### src/rtl/pdf_pkg.sv
// ----------------------------------------------------------------------------
// pdf_pkg
// shared constants and types for the sync-byte packet deframer
// ----------------------------------------------------------------------------
package pdf_pkg;

    localparam int BYTE_W          = 8;
    localparam int INDEX_W         = 6;
    localparam int PAYLOAD_LEN_DEF = 32;

    localparam logic [BYTE_W-1:0] SYNC_FIRST  = 8'h81;
    localparam logic [BYTE_W-1:0] SYNC_SECOND = 8'hA1;

    // bank token between parser, queue and emitter
    typedef struct packed {
        logic vld;
        logic bank;
    } tok_t;

endpackage

### src/rtl/pdf_parse.sv
// ----------------------------------------------------------------------------
// pdf_parse
// front end: sync hunt, payload capture into a bank, fletcher-style check
// ----------------------------------------------------------------------------
module pdf_parse #(
    parameter int PAYLOAD_LEN = pdf_pkg::PAYLOAD_LEN_DEF,
    parameter int IDX_W       = 5
) (
    input  logic                      aclk,
    input  logic                      aresetn,
    input  logic                      s_tvalid,
    output logic                      s_tready,
    input  logic [pdf_pkg::BYTE_W-1:0] s_tdata,
    output logic                      wr_en,
    output logic [IDX_W:0]            wr_addr,
    output logic [pdf_pkg::BYTE_W-1:0] wr_data,
    output pdf_pkg::tok_t             push,
    input  pdf_pkg::tok_t             done
);

    localparam logic [2:0] ST_HUNT  = 3'd0;
    localparam logic [2:0] ST_SYNC2 = 3'd1;
    localparam logic [2:0] ST_DATA  = 3'd2;
    localparam logic [2:0] ST_CHK_A = 3'd3;
    localparam logic [2:0] ST_CHK_B = 3'd4;

    logic [2:0]                state_reg, state_next;
    logic [IDX_W-1:0]          cnt_reg, cnt_next;
    logic [pdf_pkg::BYTE_W-1:0] sum_a_reg, sum_a_next;
    logic [pdf_pkg::BYTE_W-1:0] sum_b_reg, sum_b_next;
    logic                      wbank_reg, wbank_next;
    logic [1:0]                busy_reg, busy_next;
    logic                      acc;
    logic                      commit;
    logic [pdf_pkg::BYTE_W-1:0] a_upd;

    assign s_tready = !((state_reg == ST_DATA) && busy_reg[wbank_reg]);
    assign acc      = s_tvalid && s_tready;
    assign a_upd    = sum_a_reg + s_tdata;

    assign wr_en   = acc && (state_reg == ST_DATA);
    assign wr_addr = {wbank_reg, cnt_reg};
    assign wr_data = s_tdata;

    assign commit    = acc && (state_reg == ST_CHK_B) && (s_tdata == sum_b_reg);
    assign push.vld  = commit;
    assign push.bank = wbank_reg;

    always_comb begin
        state_next = state_reg;
        cnt_next   = cnt_reg;
        sum_a_next = sum_a_reg;
        sum_b_next = sum_b_reg;
        wbank_next = wbank_reg;
        busy_next  = busy_reg;
        if (done.vld) begin
            busy_next[done.bank] = 1'b0;
        end
        if (acc) begin
            case (state_reg)
                ST_HUNT: begin
                    if (s_tdata == pdf_pkg::SYNC_FIRST) begin
                        state_next = ST_SYNC2;
                    end
                end
                ST_SYNC2: begin
                    state_next = (s_tdata == pdf_pkg::SYNC_SECOND) ? ST_DATA : ST_HUNT;
                    sum_a_next = '0;
                    sum_b_next = '0;
                    cnt_next   = '0;
                end
                ST_DATA: begin
                    sum_a_next = a_upd;
                    sum_b_next = sum_b_reg + a_upd;
                    cnt_next   = cnt_reg + 1'b1;
                    if (cnt_reg == IDX_W'(PAYLOAD_LEN - 1)) begin
                        state_next = ST_CHK_A;
                    end
                end
                ST_CHK_A: begin
                    state_next = (s_tdata == sum_a_reg) ? ST_CHK_B : ST_HUNT;
                end
                ST_CHK_B: begin
                    state_next = ST_HUNT;
                    if (commit) begin
                        busy_next[wbank_reg] = 1'b1;
                        wbank_next           = !wbank_reg;
                    end
                end
                default: begin
                    state_next = ST_HUNT;
                end
            endcase
        end
    end

    always_ff @(posedge aclk) begin
        if (!aresetn) begin
            state_reg <= ST_HUNT;
            cnt_reg   <= '0;
            sum_a_reg <= '0;
            sum_b_reg <= '0;
            wbank_reg <= 1'b0;
            busy_reg  <= '0;
        end else begin
            state_reg <= state_next;
            cnt_reg   <= cnt_next;
            sum_a_reg <= sum_a_next;
            sum_b_reg <= sum_b_next;
            wbank_reg <= wbank_next;
            busy_reg  <= busy_next;
        end
    end

endmodule

### src/rtl/pdf_fifo.sv
// ----------------------------------------------------------------------------
// pdf_fifo
// two-entry queue of finished packet banks between parser and emitter
// ----------------------------------------------------------------------------
module pdf_fifo (
    input  logic          aclk,
    input  logic          aresetn,
    input  pdf_pkg::tok_t push,
    input  logic          pop,
    output pdf_pkg::tok_t head
);

    logic [1:0] bank_reg;
    logic       wptr_reg;
    logic       rptr_reg;
    logic [1:0] cnt_reg;

    assign head.vld  = (cnt_reg != 2'd0);
    assign head.bank = bank_reg[rptr_reg];

    always_ff @(posedge aclk) begin
        if (push.vld) begin
            bank_reg[wptr_reg] <= push.bank;
        end
    end

    always_ff @(posedge aclk) begin
        if (!aresetn) begin
            wptr_reg <= 1'b0;
            rptr_reg <= 1'b0;
            cnt_reg  <= '0;
        end else begin
            if (push.vld) begin
                wptr_reg <= !wptr_reg;
            end
            if (pop) begin
                rptr_reg <= !rptr_reg;
            end
            cnt_reg <= cnt_reg + {1'b0, push.vld} - {1'b0, pop};
        end
    end

endmodule

### src/rtl/pdf_emit.sv
// ----------------------------------------------------------------------------
// pdf_emit
// back end: two-bank payload memory and byte-by-byte output sequencer
// ----------------------------------------------------------------------------
module pdf_emit #(
    parameter int PAYLOAD_LEN = pdf_pkg::PAYLOAD_LEN_DEF,
    parameter int IDX_W       = 5
) (
    input  logic                       aclk,
    input  logic                       aresetn,
    input  logic                       wr_en,
    input  logic [IDX_W:0]             wr_addr,
    input  logic [pdf_pkg::BYTE_W-1:0] wr_data,
    input  pdf_pkg::tok_t              head,
    output logic                       pop,
    output pdf_pkg::tok_t              done,
    output logic                       m_tvalid,
    input  logic                       m_tready,
    output logic [15:0]                m_tdata,  // payload_byte[7:0], byte_index[13:8]
    output logic                       m_tlast
);

    localparam logic [1:0] B_IDLE = 2'd0;
    localparam logic [1:0] B_RD   = 2'd1;
    localparam logic [1:0] B_LOAD = 2'd2;
    localparam logic [1:0] B_OUT  = 2'd3;

    logic [pdf_pkg::BYTE_W-1:0] mem [0:(2 << IDX_W)-1];
    logic [pdf_pkg::BYTE_W-1:0] rdata_reg;

    logic [1:0]                 state_reg;
    logic                       bank_reg;
    logic [IDX_W-1:0]           idx_reg;
    logic [pdf_pkg::BYTE_W-1:0] byte_reg;
    logic [IDX_W-1:0]           oidx_reg;
    logic                       last_reg;
    logic                       valid_reg;
    pdf_pkg::tok_t              done_reg;
    logic                       is_last;

    assign is_last  = (idx_reg == IDX_W'(PAYLOAD_LEN - 1));
    assign pop      = (state_reg == B_IDLE) && head.vld;
    assign done     = done_reg;
    assign m_tvalid = valid_reg;
    assign m_tlast  = last_reg;
    assign m_tdata  = {2'b00, pdf_pkg::INDEX_W'(oidx_reg), byte_reg};

    always_ff @(posedge aclk) begin
        if (wr_en) begin
            mem[wr_addr] <= wr_data;
        end
        rdata_reg <= mem[{bank_reg, idx_reg}];
    end

    always_ff @(posedge aclk) begin
        if (state_reg == B_LOAD) begin
            byte_reg <= rdata_reg;
            oidx_reg <= idx_reg;
            last_reg <= is_last;
        end
    end

    // bank release after its final item is taken
    always_ff @(posedge aclk) begin
        if (!aresetn) begin
            done_reg <= '0;
        end else begin
            done_reg.vld  <= (state_reg == B_OUT) && m_tready && is_last;
            done_reg.bank <= bank_reg;
        end
    end

    always_ff @(posedge aclk) begin
        if (!aresetn) begin
            state_reg <= B_IDLE;
            bank_reg  <= 1'b0;
            idx_reg   <= '0;
            valid_reg <= 1'b0;
        end else begin
            case (state_reg)
                B_IDLE: begin
                    if (head.vld) begin
                        bank_reg  <= head.bank;
                        idx_reg   <= '0;
                        state_reg <= B_RD;
                    end
                end
                B_RD: begin
                    state_reg <= B_LOAD;
                end
                B_LOAD: begin
                    valid_reg <= 1'b1;
                    state_reg <= B_OUT;
                end
                B_OUT: begin
                    if (m_tready) begin
                        valid_reg <= 1'b0;
                        if (is_last) begin
                            state_reg <= B_IDLE;
                        end else begin
                            idx_reg   <= idx_reg + 1'b1;
                            state_reg <= B_RD;
                        end
                    end
                end
                default: begin
                    state_reg <= B_IDLE;
                end
            endcase
        end
    end

endmodule

### src/rtl/packet_deframer_with_checksum.sv
// ----------------------------------------------------------------------------
// packet_deframer_with_checksum
// sync-byte packet deframer with fletcher-style check and payload replay
// ----------------------------------------------------------------------------
// s_ channel takes one received byte per item in s_tdata[7:0]; the front end
// hunts for 0x81 then 0xA1, stores PAYLOAD_LEN bytes into one of two memory
// banks and checks the two trailing sum bytes. a good packet queues its bank
// for the back end; a bad one is dropped with no output
// m_ channel gives one payload byte per item with its index, tlast on the
// final byte. input takes one byte per cycle except while the next packet's
// payload would land in a bank still being replayed; then s_tready drops
// the first output item appears after the bank token passes the queue and
// the back end's read and load states; the back end takes each byte through
// memory read, output load and handoff, plus receiver stall time, before it
// starts the next. a stalled receiver holds the output register and the front
// end keeps parsing into the free bank
// synchronous active-low reset returns to sync hunt with both banks free and
// empties the queue; memory contents are not cleared
// ----------------------------------------------------------------------------
module packet_deframer_with_checksum #(
    parameter int PAYLOAD_LEN = pdf_pkg::PAYLOAD_LEN_DEF
) (
    input  logic        aclk,
    input  logic        aresetn,
    input  logic        s_tvalid,
    output logic        s_tready,
    input  logic [7:0]  s_tdata,   // rx_byte[7:0]
    output logic        m_tvalid,
    input  logic        m_tready,
    output logic [15:0] m_tdata,   // payload_byte[7:0], byte_index[13:8]
    output logic        m_tlast
);

    localparam int IDX_W = (PAYLOAD_LEN > 1) ? $clog2(PAYLOAD_LEN) : 1;

    logic                       wr_en;
    logic [IDX_W:0]             wr_addr;
    logic [pdf_pkg::BYTE_W-1:0] wr_data;
    pdf_pkg::tok_t              push;
    pdf_pkg::tok_t              head;
    pdf_pkg::tok_t              done;
    logic                       pop;

    pdf_parse #(
        .PAYLOAD_LEN (PAYLOAD_LEN),
        .IDX_W       (IDX_W)
    ) u_parse (
        .aclk     (aclk),
        .aresetn  (aresetn),
        .s_tvalid (s_tvalid),
        .s_tready (s_tready),
        .s_tdata  (s_tdata),
        .wr_en    (wr_en),
        .wr_addr  (wr_addr),
        .wr_data  (wr_data),
        .push     (push),
        .done     (done)
    );

    pdf_fifo u_fifo (
        .aclk    (aclk),
        .aresetn (aresetn),
        .push    (push),
        .pop     (pop),
        .head    (head)
    );

    pdf_emit #(
        .PAYLOAD_LEN (PAYLOAD_LEN),
        .IDX_W       (IDX_W)
    ) u_emit (
        .aclk     (aclk),
        .aresetn  (aresetn),
        .wr_en    (wr_en),
        .wr_addr  (wr_addr),
        .wr_data  (wr_data),
        .head     (head),
        .pop      (pop),
        .done     (done),
        .m_tvalid (m_tvalid),
        .m_tready (m_tready),
        .m_tdata  (m_tdata),
        .m_tlast  (m_tlast)
    );

endmodule

### config.mk
export PLATFORM = sky130hd
export DESIGN_NAME = packet_deframer_with_checksum
export DESIGN_NICKNAME = d
export VERILOG_FILES = /design/src/rtl/pdf_pkg.sv /design/src/rtl/pdf_parse.sv /design/src/rtl/pdf_fifo.sv /design/src/rtl/pdf_emit.sv /design/src/rtl/packet_deframer_with_checksum.sv
export SDC_FILE = /design/constraint.sdc
export NUM_CORES = 1
export LEC_CHECK = 0
export BUFFER_PORTS_ARGS = -buffer_cell sky130_fd_sc_hd__buf_2
export CAP_MARGIN = 20
export CORE_MARGIN = 2
export CORE_UTILIZATION = 56
export CTS_CLUSTER_DIAMETER = 200
export CTS_CLUSTER_SIZE = 24
export DETAILED_ROUTE_END_ITERATION = 12
export HOLD_SLACK_MARGIN = 0.02
export PLACE_DENSITY = 0.75
export SYNTH_ARGS = -nofsm -noshare
export SYNTH_HDL_FRONTEND = slang
export SYNTH_SLANG_ARGS = --single-unit
### constraint.sdc
create_clock -name aclk -period 2.75 [get_ports aclk]
set_input_delay 0.4125 -clock aclk [delete_from_list [all_inputs] [get_ports aclk]]
set_output_delay 0.4125 -clock aclk [all_outputs]
set_load 0.1 [all_outputs]
==> results.cfg <==
[detailed_routing]
vias_per_cell = 6.23
drtIter0Drc = 1243
final_antenna_net_count = 0
drc = 0
wl_um = 50000
dr.pass1.iters = 5
routedWlPerCell_um = 27.2
vias = 11500

[clock_tree]
cts.clk_slew.worst_paths_ns = 0.10
cts.sinks = 578
numCtsBuffers = 28
clk_latency_ns = 0.60
clock-root-buffer = clkbuf_16
cts_tree = built
htree_num_levels = 1
ctsHoldBuffers = 0
ctsLongestPathBuffers = 3

[grt]
grt_max_degree = 67
antenna_found_initial = 5
track_usage_pct = 24.1
grt_pass1_wl_um = 73600
grt_pass1_vias = 11300
overflow = 0

[logic_synthesis]
synthAdderAreaFrac_pct = 1.42
synth_flop_cell = edfxtp_1
synthDistinctLibCells = 55
synth-compound-area-share_pct = 2.47
synth.cell_area_um2 = 23000
synth_edf_count = 528
synth_seq_cells = 578
synthXorXnorAreaFrac_pct = 0.940
synth_top_family_by_area = multiplexers
synth_top_area_share_pct = 68.8
synth_top_cell_by_area = edfxtp_1
syn_inst = 1164
avgSynthCellArea_um2 = 19.8
ys_top_cells_by_area = edfxtp_1 69%, mux4_2 16%, dfxtp_1 4.3%, nor2_1 1.3%, ha_1 1.2%
synthMuxAreaShare_pct = 15.8
yosysSeqAreaShare_pct = 73.2
yosysWarnings = 0
yosys.area_share.simple_pct = 4.53
async_reset_ff_share_pct = 0

[timing]
whs_ns = 0.121
setup_slack_ns = -0.0919
finalMaxSlewViolations = 0
clock.fmax_ghz = 0.352
fin_setup_tns_ns = -0.0919
hold_violations = 0
period_share_pct = 103
fin_worst_skew_ns = 0.0293
rsz0062_at_grt = yes
setup_viol = 1
finalCriticalPeriod_ns = 2.84
tightest_slew_ns = 0.919
relSlewSlack_pct = 38.8

[floorplanning]
num_rows = 74
fp.dieH_um = 207
fp.dieArea_um2 = 42800
die_w_um = 207
ios = 31
coreArea_um2 = 40700
start_util_pct = 56.5

[setup_path]
cp.arrival_ns = 3.35
cp.required_ns = 3.25
path_class = reg -> reg
r2r_cells = 12
rrSetupSlack_ns = -0.09
worstPathMaxFanout = 2
cp-end-kind = flop
start_kind = flop

[place]
place.port_buffers = 27
dp.final_hpwl_um = 32000
post-place-cells = 1786
gp_congestion = 0.855

[cells_and_area]
largest_reg_flops = 512
nets = 1322
top_register = u_emit.mem
fin_cells = 1841
syn_to_final_growth_pct = 10.8
drive_gt1_share_pct = 27.7

[min_path]
hold_class = in -> reg
hold_depth = 3

[power_and_ir_drop]
power.leakage_uw = 0.00794
pwr_density_cell_nw_per_um2 = 566
ir_worst_vdd_v = 0.000452

[outcome]
status = finished with violations
violations = setup timing

[run]
maxCapViolCount = 0
## power by group
part,switching [uW],internal (uW),leakage (uW)
logic,206,55.4,0.00241
registers,0.132,9560,0.00514
clock network,2610,2020,0.000395
## cell usage in the layout (no fill, tap or decap), drive strengths merged, types with 4 or more instances in the layout
cell type	instances
a21boi	17
a21oi	10
a22oi	17
and2	14
and3	6
buf	153
clkbuf	51
dfxtp	50
edfxtp	528
ha	23
inv	12
mux2i	4
mux4	160
nand2	32
nand2b	8
nand3	29
nand3b	8
nand4	4
nor2	77
nor2b	17
nor3	7
o21ai	18
xnor2	17
xor2	5
## per-layer routing
| layer | GRT usage (%) | vias to the layer above | routed length, um |
|---|---|---|---|
| li1 | - | 4939 | - |
| met2 | 38.4 | 483 | 24200 |
| met4 | 7.70 | 6 | 1540 |
| met5 | 1.15 | - | 90 |
| met3 | 4.55 | 85 | 3940 |
| met1 | 34.3 | 5964 | 20200 |
## stage by stage
stage	instance area (um^2)	utilization [%]	power [uW]	setup WS, ns
2_1_floorplan	23100	-	9830	-0.0533
3_3_place_gp	24600	60.4	10000	-0.382
3_5_place_dp	24600	60.4	10000	-0.385
4_1_cts	25400	62.5	14500	-0.0876
5_1_grt	25500	62.6	14800	-0.163
6_report	25500	62.6	14400	-0.0919
## logic make-up (layout without fill, tap and decap cells)
family	count (synthesis)	count (layout)
mux	164	164
simple gates	213	213
buf+inv	76	217
flops	578	578
fa+ha+maj	25	25
compound gates	84	84
xor+xnor	23	23
other cells	1	5
## Yosys cell counts, types with 9 or more instances
master and n:
a21boi_1 16, a21oi_1 10, a22oi_1 17, and2_1 14
clkbuf_1 40, dfxtp_1 50, edfxtp_1 528, ha_1 23
inv_1 12, mux4_2 160, nand2_1 32, nand3_1 29
nor2_1 77, nor2b_1 17, o21ai_0 9, o21ai_1 9
xnor2_1 17
## worst paths after layout
path                                      startpoint              endpoint
worst min-delay path                        m_tready        u_emit.done[1]
worst max register to register  u_parse.sum_a_reg[0]  u_parse.sum_b_reg[7]
worst min register to register   u_emit.rdata_reg[0]    u_emit.byte_reg[0]
worst max-delay path            u_parse.sum_a_reg[0]  u_parse.sum_b_reg[7]
## area by class of cell
| class | count | area, um^2 |
|---|---|---|
| clock buffers | 51 | 808 |
| repair buffers | 153 | 1190 |
| well taps | 532 | 666 |
| multi-input cells | 512 | 5900 |
| inverters | 12 | 45.0 |
| clock inverters | 1 | 30.0 |
| flip-flops and latches | 578 | 16900 |
| diodes | 2 | 5.00 |
| fillers | 2816 | 15200 |
## worst max-delay path, cell delays in order (launching register included)
cell      delay, ns
dfxtp_2        0.35
ha_4           0.16
fa_2           0.38
a21o_1         0.19
a21oi_4        0.16
o21bai_1       0.10
a21oi_1        0.16
xnor2_1        0.16
ha_1           0.28
a31oi_1        0.17
xor3_1         0.25
and3_1         0.15
o31a_1         0.22
## timing repair
action | CTS | global route
buffers inserted | 0 | 1
pin swaps | 1 | 5
endpoints found under the hold margin | 0 | 0
resized for setup | 2 | 12
setup endpoints to repair | 5 | 8
(Power assumes the default switching activity.)
